<file path="src/assert_macros.svh">
// Assertion helpers for the RTL.
`ifndef ASSERT_MACROS_SVH
`define ASSERT_MACROS_SVH

// Same-cycle implication, held off during reset.
`define ASSERT_SAME(label, clk, rst_n, ante, cons) \
    label: assert property (@(posedge clk) disable iff (!rst_n) (ante) |-> (cons)) \
        else $error("assertion failed");

// Next-cycle implication, held off during reset.
`define ASSERT_NEXT(label, clk, rst_n, ante, cons) \
    label: assert property (@(posedge clk) disable iff (!rst_n) (ante) |=> (cons)) \
        else $error("assertion failed");

`endif

</file>
<file path="src/lcdns_pkg.sv">
package lcdns_pkg;

    localparam int STEP_W      = 4;
    localparam int QUEUE_DEPTH = 2;
    localparam int APB_AW      = 4;
    localparam int APB_DW      = 32;

    typedef enum logic [1:0] {
        MODE_CHAR  = 2'd0,
        MODE_POS   = 2'd1,
        MODE_INIT  = 2'd2,
        MODE_FLAGS = 2'd3
    } t_mode;

    typedef enum logic [1:0] {
        REG_FSET   = 2'd0,
        REG_IFLAGS = 2'd1,
        REG_LBASE  = 2'd2,
        REG_NONE   = 2'd3
    } t_reg_idx;

    localparam logic [4:0] FSET_RESET   = 5'd8;
    localparam logic [2:0] IFLAGS_RESET = 3'd4;
    localparam logic [6:0] LBASE_RESET  = 7'd64;

    localparam logic [7:0] CMD_CLEAR    = 8'h01;
    localparam logic [7:0] CMD_ENTRY    = 8'h06;
    localparam logic [7:0] CMD_DISPLAY  = 8'h08;
    localparam logic [7:0] CMD_FUNCTION = 8'h20;
    localparam logic [7:0] CMD_ADDRESS  = 8'h80;

    localparam logic [7:0] CHAR_LF = 8'h0A;
    localparam logic [7:0] CHAR_FF = 8'h0C;
    localparam logic [7:0] CHAR_CR = 8'h0D;

    localparam logic [3:0] NIB_WAKE   = 4'h3;
    localparam logic [3:0] NIB_4BIT   = 4'h2;
    localparam logic [3:0] SLOW_MS    = 4'd5;
    localparam logic [3:0] POWERUP_MS = 4'd15;

    // init sequence steps
    localparam logic [STEP_W-1:0] STEP_WAKE_LAST = 4'd2;
    localparam logic [STEP_W-1:0] STEP_4BIT      = 4'd3;
    localparam logic [STEP_W-1:0] STEP_CLEAR_LO  = 4'd9;
    localparam logic [STEP_W-1:0] STEP_INIT_LAST = 4'd11;
    localparam logic [2:0]        PAIR_FSET      = 3'd2;
    localparam logic [2:0]        PAIR_DISPLAY   = 3'd3;
    localparam logic [2:0]        PAIR_CLEAR     = 3'd4;

    typedef struct packed {
        logic       is_init;
        logic [7:0] cmd_byte;
        logic       rs;
        logic       slow;
        logic [4:0] fset;
        logic [2:0] dflags;
    } t_cmd;

    typedef struct packed {
        logic [3:0] nibble;
        logic       rs;
        logic [3:0] pre_wait;
        logic [3:0] after;
        logic       last;
    } t_strobe;

    typedef struct packed {
        logic full;
        logic empty;
    } t_q_status;

    function automatic t_strobe strobe_of(t_cmd c, logic [STEP_W-1:0] step);
        t_strobe    s;
        logic [7:0] b;
        s = '0;
        b = CMD_ENTRY;
        if (!c.is_init) begin
            b        = c.cmd_byte;
            s.rs     = c.rs;
            s.nibble = step[0] ? b[3:0] : b[7:4];
            s.after  = (step[0] && c.slow) ? SLOW_MS : 4'd0;
            s.last   = step[0];
        end else if (step <= STEP_WAKE_LAST) begin
            s.nibble   = NIB_WAKE;
            s.pre_wait = (step == '0) ? POWERUP_MS : 4'd0;
            s.after    = SLOW_MS;
        end else if (step == STEP_4BIT) begin
            s.nibble = NIB_4BIT;
        end else begin
            // two strobes per command byte from step four on
            case (step[3:1])
                PAIR_FSET:    b = CMD_FUNCTION | {3'b000, c.fset};
                PAIR_DISPLAY: b = CMD_DISPLAY | {5'b00000, c.dflags};
                PAIR_CLEAR:   b = CMD_CLEAR;
                default:      b = CMD_ENTRY;
            endcase
            s.nibble = step[0] ? b[3:0] : b[7:4];
            s.after  = (step == STEP_CLEAR_LO) ? SLOW_MS : 4'd0;
            s.last   = (step == STEP_INIT_LAST);
        end
        return s;
    endfunction

endpackage

</file>
<file path="src/lcdns_front.sv">
module lcdns_front
    import lcdns_pkg::*;
(
    input  logic              i_clk,
    input  logic              i_rst_n,
    input  logic              psel,
    input  logic              penable,
    input  logic              pwrite,
    input  logic [APB_AW-1:0] paddr,
    input  logic [APB_DW-1:0] pwdata,
    output logic [APB_DW-1:0] prdata,
    input  logic              i_in_valid,
    input  logic [1:0]        i_mode,
    input  logic [7:0]        i_char_code,
    input  logic [6:0]        i_column,
    input  logic              i_row,
    input  logic [2:0]        i_flag_mask,
    input  logic [2:0]        i_flag_values,
    input  t_q_status         i_q_status,
    output logic              o_push,
    output t_cmd              o_cmd
);

    logic [4:0] r_fset;
    logic [2:0] r_iflags;
    logic [6:0] r_lbase;
    logic [2:0] r_dflags, n_dflags;
    logic       wr_en;
    t_reg_idx   reg_idx;
    logic [6:0] pos_addr;
    logic [2:0] new_flags;

    assign reg_idx = t_reg_idx'(paddr[3:2]);
    assign wr_en   = psel && penable && pwrite;

    always_ff @(posedge i_clk) begin
        if (!i_rst_n) begin
            r_fset   <= FSET_RESET;
            r_iflags <= IFLAGS_RESET;
            r_lbase  <= LBASE_RESET;
        end else if (wr_en) begin
            case (reg_idx)
                REG_FSET:   r_fset   <= pwdata[4:0];
                REG_IFLAGS: r_iflags <= pwdata[2:0];
                REG_LBASE:  r_lbase  <= pwdata[6:0];
                default:    ;
            endcase
        end
    end

    always_comb begin
        case (reg_idx)
            REG_FSET:   prdata = {27'd0, r_fset};
            REG_IFLAGS: prdata = {29'd0, r_iflags};
            REG_LBASE:  prdata = {25'd0, r_lbase};
            default:    prdata = '0;
        endcase
    end

    assign o_push    = i_in_valid && !i_q_status.full;
    assign pos_addr  = (i_row ? r_lbase : 7'd0) + i_column;
    assign new_flags = (r_dflags & ~i_flag_mask) | (i_flag_values & i_flag_mask);

    always_comb begin
        o_cmd          = '0;
        o_cmd.fset     = r_fset;
        o_cmd.dflags   = r_iflags;
        n_dflags       = r_dflags;
        unique case (t_mode'(i_mode))
            MODE_CHAR: begin
                if (i_char_code == CHAR_FF) begin
                    o_cmd.cmd_byte = CMD_CLEAR;
                    o_cmd.slow     = 1'b1;
                end else if (i_char_code == CHAR_LF || i_char_code == CHAR_CR) begin
                    o_cmd.cmd_byte = CMD_ADDRESS | {1'b0, r_lbase};
                end else begin
                    o_cmd.cmd_byte = i_char_code;
                    o_cmd.rs       = 1'b1;
                end
            end
            MODE_POS: begin
                o_cmd.cmd_byte = CMD_ADDRESS | {1'b0, pos_addr};
            end
            MODE_INIT: begin
                o_cmd.is_init = 1'b1;
                n_dflags      = r_iflags;
            end
            MODE_FLAGS: begin
                o_cmd.cmd_byte = CMD_DISPLAY | {5'b00000, new_flags};
                n_dflags       = new_flags;
            end
        endcase
    end

    // flags follow request order, so track them at acceptance
    always_ff @(posedge i_clk) begin
        if (!i_rst_n) begin
            r_dflags <= '0;
        end else if (o_push) begin
            r_dflags <= n_dflags;
        end
    end

endmodule

</file>
<file path="src/lcdns_queue.sv">
module lcdns_queue
    import lcdns_pkg::*;
#(
    parameter int DEPTH = QUEUE_DEPTH
) (
    input  logic      i_clk,
    input  logic      i_rst_n,
    input  logic      i_push,
    input  t_cmd      i_cmd,
    input  logic      i_pop,
    output t_cmd      o_head,
    output t_q_status o_status
);

    localparam int PTR_W = (DEPTH > 1) ? $clog2(DEPTH) : 1;
    localparam int CNT_W = $clog2(DEPTH + 1);

    t_cmd             r_mem [DEPTH];
    logic [PTR_W-1:0] r_wr_ptr, r_rd_ptr;
    logic [CNT_W-1:0] r_count;
    logic             do_push, do_pop;

    function automatic logic [PTR_W-1:0] ptr_inc(logic [PTR_W-1:0] p);
        return (p == PTR_W'(DEPTH - 1)) ? '0 : p + 1'b1;
    endfunction

    assign o_status.full  = (r_count == CNT_W'(DEPTH));
    assign o_status.empty = (r_count == '0);
    assign do_push        = i_push && !o_status.full;
    assign do_pop         = i_pop && !o_status.empty;
    assign o_head         = r_mem[r_rd_ptr];

    always_ff @(posedge i_clk) begin
        if (do_push) begin
            r_mem[r_wr_ptr] <= i_cmd;
        end
    end

    always_ff @(posedge i_clk) begin
        if (!i_rst_n) begin
            r_wr_ptr <= '0;
            r_rd_ptr <= '0;
            r_count  <= '0;
        end else begin
            if (do_push) begin
                r_wr_ptr <= ptr_inc(r_wr_ptr);
            end
            if (do_pop) begin
                r_rd_ptr <= ptr_inc(r_rd_ptr);
            end
            if (do_push && !do_pop) begin
                r_count <= r_count + 1'b1;
            end else if (do_pop && !do_push) begin
                r_count <= r_count - 1'b1;
            end
        end
    end

endmodule

</file>
<file path="src/lcdns_back.sv">
module lcdns_back
    import lcdns_pkg::*;
(
    input  logic      i_clk,
    input  logic      i_rst_n,
    input  t_cmd      i_head,
    input  t_q_status i_q_status,
    output logic      o_pop,
    input  logic      i_out_stall,
    output logic      o_out_valid,
    output t_strobe   o_strobe
);

    t_cmd              r_cur;
    logic              r_cur_vld;
    logic [STEP_W-1:0] r_step;
    t_strobe           r_out;
    logic              r_out_vld;
    t_strobe           cur_s;
    logic              out_free, adv, cur_done;

    assign cur_s    = strobe_of(r_cur, r_step);
    assign out_free = !r_out_vld || !i_out_stall;
    assign adv      = r_cur_vld && out_free;
    assign cur_done = adv && cur_s.last;
    // take the next command as the current one issues its final word
    assign o_pop    = !i_q_status.empty && (!r_cur_vld || cur_done);

    always_ff @(posedge i_clk) begin
        if (o_pop) begin
            r_cur <= i_head;
        end
        if (adv) begin
            r_out <= cur_s;
        end
    end

    always_ff @(posedge i_clk) begin
        if (!i_rst_n) begin
            r_cur_vld <= 1'b0;
            r_step    <= '0;
            r_out_vld <= 1'b0;
        end else begin
            if (o_pop) begin
                r_cur_vld <= 1'b1;
                r_step    <= '0;
            end else begin
                if (cur_done) begin
                    r_cur_vld <= 1'b0;
                end
                if (adv) begin
                    r_step <= r_step + 1'b1;
                end
            end
            if (adv) begin
                r_out_vld <= 1'b1;
            end else if (!i_out_stall) begin
                r_out_vld <= 1'b0;
            end
        end
    end

    assign o_out_valid = r_out_vld;
    assign o_strobe    = r_out;

endmodule

</file>
<file path="src/char_lcd_nibble_sequencer.sv">
// 4-bit character LCD strobe sequencer.
// Input channel (i_in_valid / o_in_stall): one request word per accepted
// cycle: a character, a cursor position, the init sequence or a flag update.
// Output channel (o_out_valid / i_out_stall): one word per enable strobe,
// with nibble, register select, waits in ms and a last mark on the final
// strobe of each request.
// Character, position and flag requests give two strobes, init gives twelve.
// An accepted request is registered in the command queue, then in the
// current-command register, before its first strobe reaches the output word.
// The strobe generator issues one word per cycle unless a held output word
// stalls it, and takes the next command as the current one issues its last.
// A two-entry command queue sits between request decode and the strobe
// generator; o_in_stall rises only when that queue is full.
// While a valid output word meets i_out_stall, it holds and the generator waits.
// Reset empties the queue, drops any pending strobe, clears the display
// flags and loads the register reset values. The APB port is always ready.
module char_lcd_nibble_sequencer
    import lcdns_pkg::*;
#(
    parameter int Q_DEPTH = QUEUE_DEPTH
) (
    input  logic              i_clk,
    input  logic              i_rst_n,
    input  logic              psel,
    input  logic              penable,
    input  logic              pwrite,
    input  logic [APB_AW-1:0] paddr,
    input  logic [APB_DW-1:0] pwdata,
    output logic [APB_DW-1:0] prdata,
    output logic              pready,
    input  logic              i_in_valid,
    output logic              o_in_stall,
    input  logic [1:0]        i_mode,
    input  logic [7:0]        i_char_code,
    input  logic [6:0]        i_column,
    input  logic              i_row,
    input  logic [2:0]        i_flag_mask,
    input  logic [2:0]        i_flag_values,
    output logic              o_out_valid,
    input  logic              i_out_stall,
    output logic [3:0]        o_nibble,
    output logic              o_register_select,
    output logic [3:0]        o_wait_before_ms,
    output logic [3:0]        o_wait_after_ms,
    output logic              o_last
);

`include "assert_macros.svh"

    t_q_status q_status;
    t_cmd      push_cmd, head_cmd;
    logic      push, pop;
    t_strobe   strobe;

    assign pready     = 1'b1;
    assign o_in_stall = q_status.full;

    lcdns_front u_front (
        .i_clk         (i_clk),
        .i_rst_n       (i_rst_n),
        .psel          (psel),
        .penable       (penable),
        .pwrite        (pwrite),
        .paddr         (paddr),
        .pwdata        (pwdata),
        .prdata        (prdata),
        .i_in_valid    (i_in_valid),
        .i_mode        (i_mode),
        .i_char_code   (i_char_code),
        .i_column      (i_column),
        .i_row         (i_row),
        .i_flag_mask   (i_flag_mask),
        .i_flag_values (i_flag_values),
        .i_q_status    (q_status),
        .o_push        (push),
        .o_cmd         (push_cmd)
    );

    lcdns_queue #(
        .DEPTH (Q_DEPTH)
    ) u_queue (
        .i_clk    (i_clk),
        .i_rst_n  (i_rst_n),
        .i_push   (push),
        .i_cmd    (push_cmd),
        .i_pop    (pop),
        .o_head   (head_cmd),
        .o_status (q_status)
    );

    lcdns_back u_back (
        .i_clk       (i_clk),
        .i_rst_n     (i_rst_n),
        .i_head      (head_cmd),
        .i_q_status  (q_status),
        .o_pop       (pop),
        .i_out_stall (i_out_stall),
        .o_out_valid (o_out_valid),
        .o_strobe    (strobe)
    );

    assign o_nibble          = strobe.nibble;
    assign o_register_select = strobe.rs;
    assign o_wait_before_ms  = strobe.pre_wait;
    assign o_wait_after_ms   = strobe.after;
    assign o_last            = strobe.last;

    `ASSERT_NEXT(a_push_lands, i_clk, i_rst_n, push, !q_status.empty)
    `ASSERT_SAME(a_pop_nonempty, i_clk, i_rst_n, pop, !q_status.empty)
    `ASSERT_SAME(a_powerup_wake, i_clk, i_rst_n,
        o_out_valid && o_wait_before_ms != 4'd0,
        o_nibble == NIB_WAKE && !o_register_select && !o_last)
    `ASSERT_SAME(a_data_no_wait, i_clk, i_rst_n,
        o_out_valid && o_register_select,
        o_wait_before_ms == 4'd0 && o_wait_after_ms == 4'd0)

endmodule

</file>
<file path="config.mk">
export PLATFORM = sky130hd
export DESIGN_NAME = char_lcd_nibble_sequencer
export DESIGN_NICKNAME = d
export VERILOG_FILES = /design/src/lcdns_pkg.sv /design/src/lcdns_front.sv /design/src/lcdns_queue.sv /design/src/lcdns_back.sv /design/src/char_lcd_nibble_sequencer.sv
export VERILOG_INCLUDE_DIRS = /design/src /design/src/src
export SDC_FILE = /design/constraint.sdc
export NUM_CORES = 1
export LEC_CHECK = 0
export BUFFER_PORTS_ARGS = -buffer_cell sky130_fd_sc_hd__buf_2
export CELL_PAD_IN_SITES_DETAIL_PLACEMENT = 0
export CELL_PAD_IN_SITES_GLOBAL_PLACEMENT = 2
export CORE_ASPECT_RATIO = 1.75
export CORE_MARGIN = 1
export CORE_UTILIZATION = 35
export DETAILED_ROUTE_END_ITERATION = 8
export HOLD_SLACK_MARGIN = 0.02
export PLACE_DENSITY = 0.8
export SYNTH_ARGS = -nofsm -noshare
export SYNTH_HDL_FRONTEND = slang
export SYNTH_HIERARCHICAL = 1
export SYNTH_SLANG_ARGS = --single-unit
</file>
<file path="constraint.sdc">
create_clock -name i_clk -period 4.3 [get_ports i_clk]
set_input_delay 0 -clock i_clk [delete_from_list [all_inputs] [get_ports i_clk]]
set_output_delay 0 -clock i_clk [all_outputs]
set_load 0.03 [all_outputs]
</file>
## After elaboration in Yosys (flattened, before gate mapping)

Memory sizes are Yosys's and may differ from the RTL's. A register that Yosys moved wholly into a read port is not among the register bits.
Index checks and enable logic that the tools add are counted.

| operators by class | value |
|---|---|
| order comparisons | 1 |
| multiplexer cells | 34 |
| add/subtract/negate cells | 6 |
| equal/unequal tests | 16 |
| bitwise logic cells | 5 |
| reduce and logical (&&, ||, !) cells | 34 |

Operator list:

| kind | number |
|---|---|
| 4-bit two-way mux | 7 |
| 8-bit by 4-bit == test with 1-bit output (second input constant) | 3 |
| 8-bit case mux with 3 select lines | 1 |
| 7-bit case mux with 3 select lines | 1 |
| 6-bit case mux with 3 select lines | 1 |
| 8-bit two-way mux | 2 |
| 1-bit two-way mux | 13 |
| 1-bit logical AND | 11 |
| 5-bit two-way mux | 2 |
| 2-bit AND reduction | 5 |
| 2-bit == test (second input constant) | 4 |
| 4-bit == test (second input constant) | 2 |
| 7-bit adder | 1 |
| 1-bit zero test | 7 |
| 7-bit two-way mux | 1 |
| 3-bit bitwise AND | 2 |
| 3-bit by 2-bit == test with 1-bit output (second input constant) | 2 |
| 2-bit zero test | 3 |
| 2-bit two-way mux | 3 |
| 3-bit two-way mux | 2 |
| 3-bit case mux with 2 select lines | 1 |
| 2-bit nonzero test | 3 |
| 4-bit by 1-bit adder with 4-bit output (second input constant) | 1 |
| 2-bit by 1-bit == test with 1-bit output (second input constant) | 2 |
| 13 further kinds | 16 |

| word-level totals | value |
|---|---|
| memories kept | 1 |
| bits in writable memories | 38 |
| bits of input ports | 67 |
| bits in registers | 42 |
| output and inout bits | 49 |
| word-level logic and storage cells | 112 |

Memory list:

| name | words | bits a word | rd ports | clocked after memory_dff | write ports | line | source |
|---|---|---|---|---|---|---|---|
| u_queue.r_mem | 2 | 19 | 1 | 1 | 1 | lcdns_queue.sv:18 | `t_cmd r_mem [DEPTH];` |

## Depth between registers and ports, before layout

Gate-level depths: netlist of the first run.

| depth | value |
|---|---|
| word-level depth | 12 |
| mapped depth | 10 |
| depth with buffers taken out | 9 |

## Hierarchy

The synthesis of the first run kept the hierarchy.

Modules (own cells, without submodules):

| module | sequential area each (um^2) | times used | cells an instance | area each (um^2) |
|---|---|---|---|---|
| lcdns_front | 360.3 | 1 | 198 | 1,676.6 |
| lcdns_queue | 1,241.2 | 1 | 84 | 1,601.5 |
| lcdns_back | 930.9 | 1 | 118 | 1,519.0 |
| char_lcd_nibble_sequencer | 0.0 | 1 | 2 | 11.3 |

## Least setup slack after synthesis of the first run

No wires, ideal clock.

| path | value |
|---|---|
| path type | reg-to-reg |
| start point | reg u_back.r_step[1] |
| end point | reg u_queue.r_count[1] |
| path slack | 1,271 ps |
| library setup time | 70 ps |
| data required time | 4,230 ps |
| clock period less this slack | 3,029 ps |
| buffers on the path | 0 |
| arrival time | 2,959 ps |
| stages on the path, launching flop included | 9 |
| cells stage by stage | dfxtp_1 ha_1 a31oi_2 o21a_1 nor2_1 o21ai_1 ha_1 or3_1 a21boi_1 |

| between the ends | value |
|---|---|
| cells in the longest elaborated chain, start to end | 11 |
| elaborated cells on any way between the ends | 15 |
| those cells by class | 1 x order compare; 2 x eq/ne; 4 x mux; 8 x reduce/logical |

Ends and longest elaborated chain:

| item | line | source |
|---|---|---|
| start, declared | lcdns_back.sv:16 | `logic [STEP_W-1:0] r_step;` |
| start signal, assigned | lcdns_back.sv:52 | `r_step <= r_step + 1'b1;` |
| branches (longest 2 deep; another with 4-bit by 2-bit less-or-equal comparator with 1-bit output) | - |  |
| 1-bit two-way mux * | lcdns_pkg.sv:83 | `end else if (step <= STEP_WAKE_LAST) begin` |
| 5-bit two-way mux * | lcdns_pkg.sv:77 | `if (!c.is_init) begin` |
| 1-bit logical AND * | lcdns_back.sv:25 | `assign cur_done = adv && cur_s.last;` |
| 1-bit logical OR * | lcdns_back.sv:27 | `assign o_pop = !i_q_status.empty && (!r_cur_vld \|\| cur_done);` |
| 1-bit logical AND * | lcdns_back.sv:27 |  |
| via pop | char_lcd_nibble_sequencer.sv:52 | `logic push, pop;` |
| 1-bit logical AND * | lcdns_queue.sv:30 | `assign do_pop = i_pop && !o_status.empty;` |
| 1-bit zero test | lcdns_queue.sv:51 | `if (do_push && !do_pop) begin` |
| 1-bit logical AND | lcdns_queue.sv:51 |  |
| 2-bit two-way mux / 2-bit nonzero test (equally long branches) | - |  |
| end signal, assigned | lcdns_queue.sv:52 | `r_count <= r_count + 1'b1;` |
| end signal, assigned | lcdns_queue.sv:54 | `r_count <= r_count - 1'b1;` |
| end, declared | lcdns_queue.sv:20 | `logic [CNT_W-1:0] r_count;` |

Mark *: on every way through the listed nets, which the timed path passes.
A chain may end at the register's enable or synchronous reset.

## Final worst setup path of the first run

| path | value |
|---|---|
| start point | reg u_back.r_step[0] |
| end point | reg u_queue.r_count[1] |

| between the ends | value |
|---|---|
| cells in the longest elaborated chain, start to end | 11 |
| elaborated cells on any way between the ends | 15 |
| those cells by class | 1 x order compare; 2 x eq/ne; 4 x mux; 8 x reduce/logical |

Ends and longest elaborated chain:

| item | line |
|---|---|
| branches (longest 3 deep; another with 4-bit by 2-bit less-or-equal comparator with 1-bit output) | - |
| 5-bit two-way mux * | lcdns_pkg.sv:77 |
| 1-bit logical AND * | lcdns_back.sv:25 |
| 1-bit logical OR * | lcdns_back.sv:27 |
| 1-bit logical AND * | lcdns_back.sv:27 |
| via pop | char_lcd_nibble_sequencer.sv:52 |
| 1-bit logical AND * | lcdns_queue.sv:30 |
| 1-bit zero test | lcdns_queue.sv:51 |
| 1-bit logical AND | lcdns_queue.sv:51 |
| 2-bit two-way mux / 2-bit nonzero test (equally long branches) | - |

Marks and branches as above.

==> impl_metrics.json, run 1 <==
{
  "crit_path_start": "u_back/r_step[0]",
  "hpwl_mm": 6.99,
  "worstPathRequired_ns": 4.58,
  "holdBufCountCts": 7,
  "synth_top_area_share_pct": 40.6,
  "seq_area_frac_synth_pct": 52.7,
  "vias": 3020,
  "cts.sinks": 94,
  "dieHeight_um": 157,
  "cts-htree-levels": 3,
  "hp-start": "i_rst_n",
  "coreArea_mm2": 0.0134,
  "cp.buffers_inverters": 1,
  "status": "finished clean",
  "rsz0062_at_grt": "no",
  "rows": 56,
  "cp_cell_sequence": "ha_1 > a31oi_2 > o21a_1 > nor2_1 > buf_4 > o21ai_1 > ha_1 > or3_1 > a21boi_1",
  "clk_root_buffer_cell": "clkbuf_16",
  "worstSetupPathType": "reg2reg",
  "cts_buffers": 9,
  "netlist_instances": 402,
  "switchingPower_uw": 869,
  "grt_pass1_wl_mm": 14.7,
  "grt_pass1_vias": 3016,
  "slowest_stage": "dfxtp_1",
  "yosysTopAreaCell": "edfxtp_1",
  "drive_gt1_share_pct": 25.4,
  "tritoncts": "yes",
  "maxCapViolCount": 0,
  "antenna_found_initial": 0,
  "clk_pin_slew_ns": 0.06,
  "hold_violations": 0,
  "register_area_mm2": 0.00253,
  "switching_share_pct": 29.9,
  "min_path_type": "in2reg",
  "clock_latency_ns": 0.34,
  "ys_types": 66,
  "setup_viol": 0,
  "max_freq_ghz": 0.366,
  "start_util_pct": 35.9,
  "fill_cells": 1316,
  "drc": 0,
  "via_per_inst": 4.70,
  "cp_max_fo": 20,
  "ys_top_cells_by_count": "65 x edfxtp_1, 36 x buf_4, 29 x dfxtp_1",
  "skew_ns": 0.00641,
  "cp-start-kind": "register",
  "final-max-slew-violation-count": 0,
  "grt_max_degree": 28,
  "ys_top_cells_by_area": "edfxtp_1 41%, dfxtp_1 12%, buf_4 5.6%, mux2i_1 5.6%, mux2_2 4.9%",
  "cp_num_cells": 9,
  "crit_family": "adder cells",
  "nets": 543,
  "r2r_start": "u_back/r_step[0]",
  "p_per_area_mw_per_mm2": 524,
  "synth.avg_cell_area_um2": 12.0,
  "antennaDiodeCount": 0,
  "relSlewSlack_pct": 43.3,
  "p_leak_uw": 0.00216,
  "holdPathStages": 2,
  "power_frac_seq_pct": 46.5,
  "fin_crit_sh_pct": 63.5,
  "port_buffers": 60,
  "ys_ff_latch": 94,
  "power_frac_clock_pct": 29.2,
  "ys_warn_count": 6,
  "num_io_pins": 116,
  "final.setup.tns_ns": 0,
  "min_period_ns": 2.73,
  "ys.flop_type": "edfxtp_1",
  "ant_nets": 0,
  "min_to": "u_front/r_fset[3]",
  "netlist_area_mm2": 0.00481,
  "clock_path_buffers": 2,
  "synth_edf_count": 65,
  "finalNonFillerCells": 643,
  "async_flop_share_pct": 0,
  "cts_setup_buffers": 0,
  "finalWeightedCongestion": 0.802,
  "cp_common_cell": "ha_1",
  "internal_power_uw": 2040,
  "slowest_delay_ns": 0.63,
  "cts.repair.resized": 0,
  "die_area_mm2": 0.0142,
  "area_growth_pct": 15.3,
  "end_kind": "register",
  "tightest_slew_ns": 0.851,
  "drt_iter0_drc": 117,
  "critPathArrivalTime_ns": 3.01,
  "finalWirelength_mm": 9.02,
  "combPwrFrac_pct": 24.3,
  "reg2regPathDepth": 9,
  "grt.total_usage_pct": 13.5,
  "overflow": 0,
  "multiInputGateArea_mm2": 0.00202,
  "yosysMostFrequentCell": "edfxtp_1",
  "die_w_um": 90.6,
  "wl_per_cell_um": 14.0,
  "ir_worst_vdd_uv": 242,
  "first_pass_iters": 4,
  "r2r_end": "u_queue/r_count[1]",
  "reg2reg_setup_slack_ns": 1.57,
  "place_inst": 620
}
[logic make-up (layout without fill, tap and decap cells)]
family          count (synthesis)  count (layout)  share of synthesized area, %
buf+inv                        56              98                          7.34
other cells                     3              28                         0.234
xor+xnor                        8               8                          1.46
compound gates                 75              75                          11.4
simple gates                  106             106                          13.0
fa+ha+maj                      12              12                          3.28
mux                            48              48                          10.5
flops                          94              94                          52.7
[power groups by stage]
stage | clock (uW) | combinational, uW | sequential (uW)
floorplan | 0 | 548 | 1370
global placement | 0 | 701 | 1370
detailed placement | 0 | 710 | 1370
CTS | 873 | 719 | 1350
global route | 909 | 772 | 1380
finish | 849 | 707 | 1350
[metrics by stage]
| step | total power (uW) | instance area [um^2] | hold slack (ns) | utilization [%] | setup slack (ns) |
|---|---|---|---|---|---|
| 2_1_floorplan | 1920 | 4900 | 0.117 | - | 1.27 |
| 3_3_place_gp | 2070 | 5130 | 0.217 | 38.4 | 1.61 |
| 3_5_place_dp | 2080 | 5130 | 0.233 | 38.4 | 1.55 |
| 4_1_cts | 2950 | 5540 | 0.0409 | 41.4 | 1.53 |
| 5_1_grt | 3060 | 5540 | 0.0731 | 41.4 | 1.36 |
| 6_report | 2910 | 5540 | 0.0454 | 41.4 | 1.57 |
[cell usage in the layout, fill, tap and decap left out, types with 3 or more instances in the layout]
master,count
nor2b_1,19
a21oi_1,16
nand2b_1,7
ha_1,11
conb_1,28
buf_2,60
nor2_1,22
o22ai_1,5
inv_1,10
clkbuf_16,11
nand2_1,17
mux2i_1,27
nor3b_1,3
mux2_2,21
xnor2_1,5
xor2_1,3
and2_1,14
o211ai_1,4
o21ai_0,13
buf_4,3
o21a_1,7
edfxtp_1,65
dlygate4sd3_1,7
dfxtp_1,29
[metal layers]
layer	GRT usage (%)	part of all wire [%]
met5	0	0
met1	12.8	37
met4	9.22	5.4
met2	25.5	54
met3	3.00	3.5
[layout make-up]
class	instances	share of cell area, %
inverter	12	0.813
sequential	94	45.7
multi-input combinational	277	36.4
clock buffer	12	5.03
timing repair buffer	70	7.09
clock inverter	4	1.06
tap	174	3.93
[registers in the layout (all words and copies together) (netlist names), named ones only]
name,count
u_queue/r_rd_ptr,1
u_queue/r_count,2
u_queue/r_wr_ptr,1
u_back/o_strobe,8
u_front/r_iflags,3
u_front/r_dflags,3
u_queue/r_mem,38
u_back/r_step,4
u_front/r_fset,5
u_front/r_lbase,7
u_back/r_cur_vld,1
u_back/o_out_valid,1
u_back/r_cur,19
[how the worst max path moves through the flow]
stage,to,slack [ns]
after CTS,u_queue/r_count[1],1.53
after detailed placement,u_queue/r_count[1],1.55
final,u_queue/r_count[1],1.57
after global routing,u_queue/r_count[1],1.36
after floorplan,u_queue/r_count[1],1.27
after global placement,u_queue/r_count[1],1.61
(Power assumes the default switching activity.)
==> run 2: changes to the inputs <==
--- a/config.mk
+++ b/config.mk
@@ -6,15 +6,16 @@
 export SDC_FILE = /design/constraint.sdc
 export NUM_CORES = 1
 export LEC_CHECK = 0
+export ABC_AREA = 1
 export BUFFER_PORTS_ARGS = -buffer_cell sky130_fd_sc_hd__buf_2
 export CELL_PAD_IN_SITES_DETAIL_PLACEMENT = 0
 export CELL_PAD_IN_SITES_GLOBAL_PLACEMENT = 2
 export CORE_ASPECT_RATIO = 1.75
 export CORE_MARGIN = 1
-export CORE_UTILIZATION = 35
+export CORE_UTILIZATION = 29
 export DETAILED_ROUTE_END_ITERATION = 8
 export HOLD_SLACK_MARGIN = 0.02
-export PLACE_DENSITY = 0.8
+export PLACE_DENSITY = 0.75
 export SYNTH_ARGS = -nofsm -noshare
 export SYNTH_HDL_FRONTEND = slang
 export SYNTH_HIERARCHICAL = 1
==> constraint.sdc (replaced) <==
create_clock -name i_clk -period 2.24 [get_ports i_clk]
set_input_delay 0 -clock i_clk [delete_from_list [all_inputs] [get_ports i_clk]]
set_output_delay 0 -clock i_clk [all_outputs]
set_load 0.03 [all_outputs]
==> impl_metrics.json, run 2 <==
{
  "cp_max_fo": 3,
  "worstSetupPathType": "reg2reg",
  "coreArea_mm2": 0.0163,
  "cp_cell_sequence": "nand2_1 > inv_1 > ha_1 > fa_1 > nand2_1 > inv_1 > o21ai_0 > nand3b_1 > nand3_1 > nand2_1",
  "fin_crit_sh_pct": 90.0,
  "clk_pin_slew_ns": 0.06,
  "fill_cells": 1670,
  "grt_pass1_vias": 3498,
  "multiInputGateArea_mm2": 0.00180,
  "drt_iter0_drc": 114,
  "synth_edf_count": 65,
  "synth_top_area_share_pct": 40.6,
  "cts_buffers": 9,
  "ys.flop_type": "edfxtp_1",
  "ys_top_cells_by_count": "100 x nand2_1, 65 x edfxtp_1, 62 x inv_1",
  "p_leak_uw": 0.00248,
  "overflow": 0,
  "vias": 3452,
  "first_pass_iters": 4,
  "max_freq_ghz": 0.496,
  "end_kind": "register",
  "grt.total_usage_pct": 12.9,
  "skew_ns": 0.00506,
  "cp-start-kind": "register",
  "ys_top_cells_by_area": "edfxtp_1 41%, dfxtp_1 12%, nand2_1 7.8%, buf_4 5.0%, inv_1 4.8%",
  "tightest_slew_ns": 0.655,
  "worstPathRequired_ns": 2.32,
  "clock_latency_ns": 0.34,
  "relSlewSlack_pct": 55.9,
  "seq_area_frac_synth_pct": 52.7,
  "r2r_end": "u_queue/r_mem[0][14]",
  "tritoncts": "yes",
  "ys_warn_count": 6,
  "slowest_delay_ns": 0.43,
  "reg2regPathDepth": 10,
  "cts.sinks": 94,
  "min_period_ns": 2.02,
  "critPathArrivalTime_ns": 2.10,
  "rows": 62,
  "clk_root_buffer_cell": "clkbuf_16",
  "cts-htree-levels": 3,
  "yosysMostFrequentCell": "nand2_1",
  "crit_end": "u_queue/r_mem[0][14]",
  "finalWeightedCongestion": 0.799,
  "maxCapViolCount": 0,
  "grt_max_degree": 25,
  "min_path_type": "in2reg",
  "reg2reg_setup_slack_ns": 0.22,
  "drc": 0,
  "cts_setup_buffers": 0,
  "hpwl_mm": 8.30,
  "final.setup.tns_ns": 0,
  "rsz0062_at_grt": "no",
  "final_cell_mix": "100 x nand2_1, 65 x edfxtp_1, 61 x inv_1",
  "top_register": "u_queue/r_mem",
  "fin_total_pwr_uw": 5390,
  "via_per_inst": 4.41,
  "setup_viol": 0,
  "status": "finished clean",
  "drive_gt1_share_pct": 21.8,
  "register_area_mm2": 0.00253,
  "antenna_found_initial": 0,
  "r2r_start": "u_front/r_lbase[0]",
  "nets": 665,
  "die_area_mm2": 0.0171,
  "async_flop_share_pct": 0,
  "die_w_um": 99.4,
  "wl_per_cell_um": 13.1,
  "ant_nets": 0,
  "slowest_stage": "fa_1",
  "p_per_area_mw_per_mm2": 964,
  "crit_path_start": "u_front/r_lbase[0]",
  "antennaDiodeCount": 0,
  "dieHeight_um": 172,
  "grt_pass1_wl_mm": 16.7,
  "netlist_instances": 510,
  "cp_common_cell": "nand2_1",
  "clock_path_buffers": 2,
  "port_buffers": 60,
  "area_growth_pct": 16.1,
  "synth.avg_cell_area_um2": 9.43,
  "start_util_pct": 29.5,
  "num_io_pins": 116,
  "ys_ff_latch": 94,
  "yosysTopAreaCell": "edfxtp_1",
  "final_common_cell": "nand2_1",
  "ir_worst_vdd_uv": 379,
  "final-max-slew-violation-count": 0,
  "largest_reg_flops": 38,
  "netlist_area_mm2": 0.00481,
  "finalWirelength_mm": 10.2,
  "hold_violations": 0,
  "ys_types": 39
}
==> run 2: cell count changes in the layout (fill, tap and decap cells not counted), moves of 9 or more <==
| cell | before | now |
|---|---|---|
| nand2_1 | 17 | 100 |
| inv_1 | 10 | 61 |
| nor2_1 | 22 | 55 |
| nand3_1 | 2 | 31 |
| mux2i_1 | 27 | 1 |
| nor2b_1 | 19 | 0 |
| o21ai_0 | 13 | 30 |
| and2_1 | 14 | 1 |
| mux2_2 | 21 | 9 |
| mux2_4 | 0 | 10 |
| buf_4 | 3 | 12 |
==> run 2: how the worst min path moves through the flow <==
stage / to / depth (start not counted) / start / slack, ns
global placement: u_front/r_lbase[6] / 3 / pwdata[6] / 0.22
floorplan: u_queue/r_count[1] / 2 / i_rst_n / 0.12
global route: u_queue/r_mem[0][17] / 3 / i_char_code[7] / 0.04
finish: u_queue/r_mem[1][13] / 3 / i_char_code[3] / 0.04
CTS: u_queue/r_mem[1][13] / 3 / i_char_code[3] / 0.02
detailed placement: u_front/r_fset[3] / 3 / pwdata[3] / 0.24
==> run 2: timing repair <==
| action | CTS | global route |
|---|---|---|
| hold endpoints to repair | 15 | 0 |
| setup endpoints to repair | 0 | 1 |
| resized for setup | 0 | 1 |
| hold buffers | 8 | 0 |
==> run 2: layout make-up <==
type | instances | area share, %
flip-flops and latches | 94 | 45.3
multi-input cells | 332 | 32.3
repair buffers | 80 | 8.42
inverters | 69 | 4.70
clock buffers | 11 | 4.35
well taps | 192 | 4.30
clock inverters | 5 | 0.627
==> run 2: report_power, final <==
part	internal [uW]	switching [uW]	total (uW)
registers	2380	136	2520
clock network	780	601	1380
logic	532	953	1480
==> run 2: per-layer routing <==
layer	vias up	routed length, um	global-route usage [%]
met3	14	311	2.18
met5	-	0	0
li1	1772	-	-
met2	89	6120	27.5
met1	1577	3560	11.1
met4	0	248	6.33
==> run 2: logic make-up after synthesis <==
logic type      count (synthesis)  share of synthesized area (%)
compound gates                 56                           6.45
xor+xnor                        3                          0.546
fa+ha+maj                      12                           3.28
buf+inv                       109                           11.9
flops                          94                           52.7
mux                            20                           5.44
other cells                     3                          0.234
simple gates                  213                           19.5
==> run 2: worst max-delay path, delay by kind of cell (launching register included) <==
family / cells / cell delay, ns
buffers and inverters: 2 / 0.10
adder cells (fa/ha/maj): 2 / 0.67
flip-flops: 1 / 0.31
AND/OR/NAND/NOR: 5 / 0.47
AO/OA/AOI/OAI: 1 / 0.21
==> run 2: per-stage QoR <==
step           hold slack, ns  area (um^2)  utilization, %  instances  setup slack [ns]
4_1_cts                0.0230         5580            34.3        783             0.161
3_3_place_gp            0.223         5230            32.1        759             0.279
6_report               0.0362         5590            34.3        783             0.224
5_1_grt                0.0408         5590            34.3        783            0.0261
2_1_floorplan           0.121         4910               -        535            0.0457
3_5_place_dp            0.236         5230            32.1        759             0.192
==> run 3: changes to the inputs <==
--- a/config.mk
+++ b/config.mk
@@ -7,15 +7,15 @@
 export NUM_CORES = 1
 export LEC_CHECK = 0
 export ABC_AREA = 1
-export BUFFER_PORTS_ARGS = -buffer_cell sky130_fd_sc_hd__buf_2
 export CELL_PAD_IN_SITES_DETAIL_PLACEMENT = 0
 export CELL_PAD_IN_SITES_GLOBAL_PLACEMENT = 2
 export CORE_ASPECT_RATIO = 1.75
 export CORE_MARGIN = 1
-export CORE_UTILIZATION = 29
+export CORE_UTILIZATION = 35
 export DETAILED_ROUTE_END_ITERATION = 8
+export DONT_BUFFER_PORTS = 1
 export HOLD_SLACK_MARGIN = 0.02
-export PLACE_DENSITY = 0.75
+export PLACE_DENSITY = 0.76
 export SYNTH_ARGS = -nofsm -noshare
 export SYNTH_HDL_FRONTEND = slang
 export SYNTH_HIERARCHICAL = 1
==> impl_metrics.json, run 3 (same netlist as run 2, synthesis figures left out) <==
{
  "status": "finished clean",
  "reg2regPathDepth": 10,
  "final_common_cell": "nand2_1",
  "end_kind": "register",
  "finalWeightedCongestion": 0.821,
  "tightest_slew_ns": 0.850,
  "crit_family": "adder cells",
  "area_growth_pct": 13.3,
  "cp-start-kind": "register",
  "final-max-slew-violation-count": 0,
  "worstSetupPathType": "reg2reg",
  "min_path_type": "in2reg",
  "hpwl_mm": 7.94,
  "cp_max_fo": 3,
  "finalNonFillerCells": 723,
  "cp.buffers_inverters": 2,
  "top_register": "u_queue/r_mem",
  "largest_reg_flops": 38,
  "relSlewSlack_pct": 42.7,
  "clock_latency_ns": 0.34,
  "cp_common_cell": "nand2_1",
  "final.setup.tns_ns": 0,
  "drc": 0,
  "fin_crit_sh_pct": 89.0,
  "p_per_area_mw_per_mm2": 986,
  "grt.total_usage_pct": 14.8,
  "wl_per_cell_um": 13.9,
  "die_area_mm2": 0.0142,
  "hold_slack_ns": 0.0180,
  "min_period_ns": 1.99,
  "fill_cells": 1349,
  "max_freq_ghz": 0.502,
  "worstPathRequired_ns": 2.31,
  "setup_viol": 0,
  "antennaDiodeCount": 0,
  "cp_cell_sequence": "nand2_1 > inv_1 > ha_1 > fa_1 > nand2_1 > inv_1 > o21ai_0 > nand3b_1 > nand3_1 > nand2_1",
  "p_leak_uw": 0.00233,
  "cts-htree-levels": 3,
  "overflow": 0,
  "ir_worst_vdd_uv": 393,
  "grt_pass1_vias": 3176,
  "grt_max_degree": 25,
  "coreArea_mm2": 0.0134,
  "nets": 623,
  "skew_ns": 0.00915,
  "cp_num_cells": 10,
  "cts_setup_buffers": 0,
  "start_util_pct": 35.9,
  "rsz0062_at_grt": "no",
  "placed_cell_area_mm2": 0.00493,
  "r2r_end": "u_queue/r_mem[1][14]",
  "cts_buffers": 9,
  "finalInstanceArea_mm2": 0.00545,
  "antenna_found_initial": 0,
  "cts.sinks": 94,
  "ant_nets": 0,
  "clk_pin_slew_ns": 0.07,
  "hold_violations": 0,
  "first_pass_iters": 4,
  "crit_path_start": "u_front/r_lbase[0]",
  "num_io_pins": 116,
  "slowest_delay_ns": 0.42,
  "place_inst": 685,
  "vias": 3272,
  "reg2reg_setup_slack_ns": 0.25,
  "tritoncts": "yes",
  "slowest_stage": "fa_1",
  "die_w_um": 90.6,
  "final_cell_mix": "100 x nand2_1, 65 x edfxtp_1, 61 x inv_1",
  "rows": 56,
  "drt_iter0_drc": 145,
  "port_buffers": 0,
  "crit_end": "u_queue/r_mem[1][14]",
  "finalWirelength_mm": 10.0,
  "grt_pass1_wl_mm": 15.8,
  "maxCapViolCount": 0,
  "via_per_inst": 4.53,
  "dieHeight_um": 157,
  "drive_gt1_share_pct": 13.7,
  "r2r_start": "u_front/r_lbase[0]",
  "critPathArrivalTime_ns": 2.07,
  "clock_path_buffers": 2,
  "clk_root_buffer_cell": "clkbuf_16"
}
[run 3: per-stage QoR]
stage	worst slack, ns	power [uW]	utilization (%)
global route	0.0252	5690	40.7
global placement	0.281	3910	36.9
finish	0.247	5370	40.7
CTS	0.215	5460	40.7
detailed placement	0.228	3940	36.9
floorplan	0.0457	3720	-
[run 3: metal layers]
layer  global-route usage, %  part of all wire [%]  wire (um)  vias to the layer above
met2                    29.9                    58       5850                       72
met3                    2.90                   3.2        324                       19
met1                    12.6                    33       3320                     1493
met5                       0                     0          0                        -
met4                    10.1                   5.4        541                        0
li1                        -                     -          -                     1688
[run 3: worst min path at each step]
stage,cells past startpoint,from,to
floorplan,2,i_rst_n,u_queue/r_count[1]
global route,4,i_char_code[0],u_queue/r_mem[0][10]
CTS,3,i_mode[1],u_queue/r_mem[1][16]
finish,4,i_char_code[0],u_queue/r_mem[0][10]
detailed placement,1,i_rst_n,u_front/r_iflags[2]
global placement,1,i_rst_n,u_front/r_iflags[2]
[run 3: what timing repair did]
| action | 4_1_cts | 5_1_grt |
|---|---|---|
| setup endpoints to repair | 0 | 1 |
| resized for setup | 0 | 2 |
| hold endpoints to repair | 49 | 0 |
| hold buffers | 22 | 0 |
[run 3: layout make-up]
type                       count  area (um^2)  area share, %
multi-input combinational    332         1800           33.1
inverter                      69          263           4.82
sequential                    94         2530           46.5
tap                          174          218           3.99
clock buffer                  11          254           4.66
timing repair buffer          38          340           6.24
clock inverter                 5         38.8          0.712
[run 3: power by group]
group          internal [uW]  switching [uW]  leakage (uW)
clock network            829             627      0.000146
logic                    479             834       0.00134
registers               2390             218      0.000841
total                   3700            1680       0.00233
[run 3: worst reg2reg max path, stage by stage (launching register included)]
cell      delay (ns)
dfxtp_1         0.32
nand2_1         0.06
inv_1           0.05
ha_1            0.24
fa_1            0.42
nand2_1         0.09
inv_1           0.05
o21ai_0         0.20
nand3b_1        0.10
nand3_1         0.10
nand2_1         0.09
